--- src/rtl/rmmq_pkg.sv ---
// Shared types, constants and command codes for the range minimum/maximum query table.
`timescale 1ns / 1ps
package rmmq_pkg;

	localparam int IDX_W = 10;
	localparam int VAL_W = 32;
	localparam int COUNT_W = 11;
	localparam int DEF_MAX_ELEMENTS = 1024;
	localparam int RESET_COUNT = 1024;

	localparam logic signed [VAL_W-1:0] INT_MAX = 32'sh7FFF_FFFF;
	localparam logic signed [VAL_W-1:0] INT_MIN = 32'sh8000_0000;

	localparam logic OP_WRITE = 1'b0;
	localparam logic OP_QUERY = 1'b1;

	localparam logic [1:0] CMD_WRITE = 2'd0;
	localparam logic [1:0] CMD_NOP   = 2'd1;
	localparam logic [1:0] CMD_QUERY = 2'd2;
	localparam logic [1:0] CMD_QERR  = 2'd3;

	typedef struct packed {
		logic                    op;
		logic [IDX_W-1:0]        element_index;
		logic signed [VAL_W-1:0] element_value;
		logic [IDX_W-1:0]        range_start;
		logic [IDX_W-1:0]        range_end;
	} req_t;

	typedef struct packed {
		logic signed [VAL_W-1:0] range_minimum;
		logic signed [VAL_W-1:0] range_maximum;
		logic                    range_error;
	} rsp_t;

	typedef struct packed {
		logic [1:0]              kind;
		logic [IDX_W-1:0]        element_index;
		logic signed [VAL_W-1:0] element_value;
		logic [IDX_W-1:0]        range_start;
		logic [IDX_W-1:0]        range_end;
	} cmd_t;

endpackage

--- src/rtl/rmmq_front.sv ---
// Front end: classifies incoming items and holds them in a two-entry queue.
`timescale 1ns / 1ps
module rmmq_front #(
	parameter int MAX_ELEMENTS = rmmq_pkg::DEF_MAX_ELEMENTS,
	parameter int CNT_W = $clog2(MAX_ELEMENTS + 1)
) (
	input  logic                clk,
	input  logic                arst_n,
	input  logic [CNT_W-1:0]    count,
	input  logic                req_valid,
	output logic                req_ready,
	input  rmmq_pkg::req_t      req,
	output logic                cmd_valid,
	input  logic                cmd_ready,
	output rmmq_pkg::cmd_t      cmd
);
	import rmmq_pkg::*;

	localparam int CMP_W = (CNT_W > COUNT_W) ? CNT_W : COUNT_W;

	cmd_t       queue_q [2];
	logic       wr_ptr_q;
	logic       rd_ptr_q;
	logic [1:0] fill_q;
	cmd_t       cls;
	logic       push;
	logic       pop;
	logic [CMP_W-1:0] cnt_x;

	assign cnt_x = CMP_W'(count);

	always_comb begin
		cls.element_index = req.element_index;
		cls.element_value = req.element_value;
		cls.range_start   = req.range_start;
		cls.range_end     = req.range_end;
		if (req.op == OP_WRITE) begin
			// Writes beyond the element count are dropped but still answered.
			cls.kind = (CMP_W'(req.element_index) < cnt_x) ? CMD_WRITE : CMD_NOP;
		end else begin
			cls.kind = ((req.range_start > req.range_end) || (CMP_W'(req.range_end) >= cnt_x))
				? CMD_QERR : CMD_QUERY;
		end
	end

	assign req_ready = (fill_q != 2'd2);
	assign cmd_valid = (fill_q != 2'd0);
	assign cmd       = queue_q[rd_ptr_q];
	assign push      = req_valid && req_ready;
	assign pop       = cmd_valid && cmd_ready;

	always_ff @(posedge clk or negedge arst_n) begin
		if (!arst_n) begin
			wr_ptr_q <= 1'b0;
			rd_ptr_q <= 1'b0;
			fill_q   <= 2'd0;
		end else begin
			if (push) wr_ptr_q <= ~wr_ptr_q;
			if (pop) rd_ptr_q <= ~rd_ptr_q;
			fill_q <= fill_q + {1'b0, push} - {1'b0, pop};
		end
	end

	always_ff @(posedge clk) begin
		if (push) queue_q[wr_ptr_q] <= cls;
	end

endmodule

--- config.mk ---
export PLATFORM = sky130hd
export DESIGN_NAME = rmmq_front
export DESIGN_NICKNAME = d
export VERILOG_FILES = /design/src/rtl/rmmq_pkg.sv /design/src/rtl/rmmq_front.sv
export SDC_FILE = /design/constraint.sdc
export NUM_CORES = 1
export LEC_CHECK = 0
export ABC_AREA = 0
export BUFFER_PORTS_ARGS = -buffer_cell sky130_fd_sc_hd__buf_2
export CAP_MARGIN = 20
export CORE_ASPECT_RATIO = 0.75
export CORE_MARGIN = 1
export CORE_UTILIZATION = 30
export CTS_CLUSTER_DIAMETER = 60
export DETAILED_ROUTE_END_ITERATION = 8
export GPL_ROUTABILITY_DRIVEN = 0
export PLACE_DENSITY_LB_ADDON = 0.25
export SLEW_MARGIN = 5
export SYNTH_ARGS = -nofsm -noshare
export SYNTH_HDL_FRONTEND = slang
export SYNTH_SLANG_ARGS = --single-unit
export TNS_END_PERCENT = 100
--- constraint.sdc ---
create_clock -name clk -period 11.29 [get_ports clk]
set_input_delay 1.129 -clock clk [delete_from_list [all_inputs] [get_ports clk]]
set_output_delay 1.129 -clock clk [all_outputs]
set_load 0.05 [all_outputs]
* After elaboration in Yosys (flattened, before gate mapping)
Memory sizes are Yosys's and may differ from the RTL's.
Index checks and enable logic that the tools add are counted.
W data, S select, Z words.
** Operators by class
- $add $sub $neg :: 2
- Multiply operators :: 0
- Div/mod/pow operators :: 0
- Magnitude comparators :: 3
- Equality and inequality tests :: 1
- Shift operators :: 0
- Multiplexer cells :: 5
- Bitwise operators :: 2
- Reductions and logical operators :: 4
** Operators with widths (number)
- $ge A10 B11 Y1 :: 1
- $lt A10 B11 Y1 :: 1
- $gt A10 B10 Y1 :: 1
- $mux W1 :: 4
- $add A2 B1 Y2 :: 1
- $logic_and A1 B1 Y1 :: 2
- $mux W2 :: 1
- $ne A2 B2 Y1 const B :: 1
- $not A1 Y1 :: 2
- $reduce_bool A2 Y1 :: 1
- $sub A2 B1 Y2 :: 1
- $logic_or A1 B1 Y1 :: 1
** Storage, ports and cells
- Flip-flop bits (word level) :: 4
- Bits in latches :: 0
- Memory bits (writable) :: 128
- Memory bits (read-only) :: 0
- Input bits :: 78
- Output and inout port bits :: 66
- Logic and storage cells :: 21
- Memories :: 1
** Memories
- queue_q :: depth 2, width 64, read ports 1, clocked after memory_dff 0, wr ports 1, line rmmq_front.sv:21 : cmd_t queue_q [2];

* Depth between registers and ports, before layout
- Word-level depth :: 4
- Mapped depth :: 7
- Depth with buffers taken out :: 7

* Least setup slack after synthesis
OpenSTA, ideal clock, no wires.
- Kind :: input to register
- Start :: input req_valid
- End :: memory queue_q[0][0] (netlist name), enable pin
- Setup time :: 0.487 ns
- Arrival time :: 3.925 ns
- Required time :: 10.803 ns
- Slack :: 6.879 ns
- Stages :: 2
- Buffers on the path :: 0
- Path through :: nand2_1 nor2_1
** On the way
- Cells in the longest elaborated chain, start to end :: 3
** RTL lines
- from (decl) :: line rmmq_front.sv:10 : input logic req_valid,
- $logic_and A1 B1 Y1 :: line rmmq_front.sv:49 : assign push = req_valid && req_ready;
- $mux W1 :: line rmmq_front.sv:65 : if (push) queue_q[wr_ptr_q] <= cls;
- $mux W1 (implied by the code) :: line rmmq_front.sv:65
- to (decl) :: line rmmq_front.sv:21
Every way passes these cells.

==> flow_metrics.tcl <==
set metrics [dict create \
    port_buffers 143 \
    reg2reg_from "fill_q[1]$_DFF_PN0_" \
    finalCritPeriodShare 0.291 \
    clk_latency_ns 0.41 \
    cts_made_buffers 17 \
    antennaDiodeCount 0 \
    setup_viol 0 \
    drcViolationCount 0 \
    drive_gt1_frac 0.506 \
    cts.sinks 132 \
    first_pass_iters 4 \
    setup_tns_ns 0 \
    maxSlewViolCount 0 \
    critPathKind "reg -> out" \
    crit_end "cmd[1]" \
    grt_overflow 0 \
    synth.avg_cell_area_um2 17.8 \
    initial_utilization 0.310 \
    syn-cell-area_um2 5540 \
    cp_cell_sequence "mux2_2 -> buf_2" \
    area_growth_pct 28.2 \
    fin_crit_ns 3.28 \
    irDropWorstVdd_mv 0.159 \
    cp_max_fo 65 \
    synth.most_common_cell "edfxtp_1" \
    syn_inst 311 \
    ys_warn_count 0 \
    r2r_cells 4 \
    ant_nets 0 \
    num_io_pins 144 \
    ys_ff_latch 132 \
    clockRootBuffer "clkbuf_16" \
    slowest_delay_ns 1.05 \
    hp-class "reg -> reg" \
    ys_seq_area_frac 0.712 \
    syn-num-nets 420 \
    hpwl_um 7500 \
    slowest_stage "dfrtp_4" \
    vias 3126 \
    die_h_um 120 \
    design.core.area_um2 17900 \
    cts_buffer_depth 2 \
    cts_resized 0 \
    multiInputGateArea_um2 1460 \
    nNetsFinal 576 \
    skew_ns 0.00692 \
    ys_types 30 \
    viasPerCell 4.33 \
    core.rowCount 42 \
    hold_viol_final 0 \
    status "complete, no violations" \
    critPathArrivalTime_ns 2.15 \
    synthTopCellsByCount "edfxtp_1 (128), mux2_2 (64), ha_1 (31)" \
    dieArea_um2 19000 \
    crit_start "rd_ptr_q$_DFFE_PN0P_" \
    slew_headroom 0.361 \
    antenna_found_initial 2 \
    grt_pass1_vias 3367 \
    grt_use_total 0.130 \
    crit_path_end_kind "output pin" \
    synth.top_cell.area_share 0.694 \
    r2r_end "queue_q[0][15]$_DFFE_PP_" \
    drv_cap 0 \
    cellPowerDensity_nw_per_um2 291 \
    seq_area_um2 3950 \
    synth-edff-count 128 \
    fill_cells 1691 \
    worst_setup_path_start_kind "flip-flop" \
    die_x_um 159 \
    cts_hold_buf 0 \
    p_leak_uw 0.00281 \
    worstMarginPinSlew_ns 0.959 \
    grt_first_pass_wirelength_um 18300 \
    post-place-ws_ns 8.40 \
    async_flop_share 0.0303 \
    drtIter0Drc 112 \
    routed_wl_um 11500 \
    required_ns 10.16 \
    cts.clk_slew.worst_paths_ns 0.06 \
    yosys.area.top_type "edfxtp_1" \
    rsz0062_at_grt "no" \
    post_cts_buffers 0 \
    regToRegSetupSlack_ns 9.41 \
    layout_setup_ws_ns 8.01 \
    wire_per_inst_um 15.9 \
    max_freq_ghz 0.305 \
    synth_ff_type "edfxtp_1" \
    cts_tree "done" \
    synthTopCellsByArea "edfxtp_1 (69%), mux2_2 (13%), ha_1 (7.0%), dfrtp_1 (1.8%), inv_1 (1.5%)" \
    h-tree-depth 4 \
    grt_max_degree 66 \
]
## cell type report
class / instances / area share
repair buffers: 144 / 0.102
flip-flops and latches: 132 / 0.556
clock buffers: 19 / 0.0609
clock inverters: 13 / 0.0222
multi-input cells: 150 / 0.205
well taps: 242 / 0.0426
inverters: 22 / 0.0116
## worst min path at each step
stage / cells past startpoint / endpoint / startpoint / slack, ns
finish: 1 / fill_q[1]$_DFF_PN0_ / fill_q[1]$_DFF_PN0_ / 0.50
global route: 1 / fill_q[0]$_DFF_PN0_ / arst_n / 0.49
CTS: 1 / fill_q[0]$_DFF_PN0_ / arst_n / 0.49
detailed placement: 1 / fill_q[1]$_DFF_PN0_ / fill_q[1]$_DFF_PN0_ / 0.49
global placement: 1 / fill_q[1]$_DFF_PN0_ / fill_q[1]$_DFF_PN0_ / 0.48
floorplan: 1 / wr_ptr_q$_DFFE_PN0P_ / wr_ptr_q$_DFFE_PN0P_ / 0.46
## cell usage in the layout (no fill, tap or decap), types with 3 or more instances in the layout
cell type,n
edfxtp_1,128
clkbuf_16,17
bufinv_16,3
a21o_1,3
nand4_1,3
a21oi_1,13
nand3_1,3
o21ai_0,4
nor2_1,5
dfrtp_1,3
nand2_1,5
ha_1,31
mux2_2,64
inv_1,22
buf_2,143
xnor2_1,3
## logic make-up after synthesis
family | synth area share
mux | 0.130
fa+ha+maj | 0.0700
simple gates | 0.0246
xor+xnor | 0.00632
compound gates | 0.0298
buf+inv | 0.0273
flops | 0.712
## sequential cells by signal, indices dropped and copies added (netlist names)
signal    flops
wr_ptr_q      1
fill_q        2
rd_ptr_q      1
queue_q     128
## critical path: cells and delay by family (launching register included)
kind | cells | cell delay (ns)
multiplexers | 1 | 0.46
buffers and inverters | 1 | 0.22
flip-flops | 1 | 1.05
## power by group
group	internal (µW)	leakage, µW	switching [µW]
combinational	216	0.00129	549
sequential	673	0.00123	72.4
clock	347	0.000283	207
## per-layer routing
metal  global-route usage  share of wire  vias to the layer above
met3               0.0574          0.076                       15
met2                0.194           0.44                      109
met1                0.164           0.47                     1486
met5                    0         0.0028                        -
li1                     -              -                     1512
met4               0.0499          0.012                        4
## per-stage QoR
stage / cells / area, µm² / hold slack [ns] / util / power, µW
global placement: 690 / 6510 / 0.479 / 0.365 / 1530
global route: 722 / 7100 / 0.489 / 0.398 / 2160
finish: 722 / 7100 / 0.498 / 0.398 / 2060
floorplan: 311 / 5540 / 0.460 / - / 1360
CTS: 722 / 7100 / 0.491 / 0.398 / 2100
detailed placement: 690 / 6510 / 0.486 / 0.365 / 1530
(Power assumes the default switching activity.)
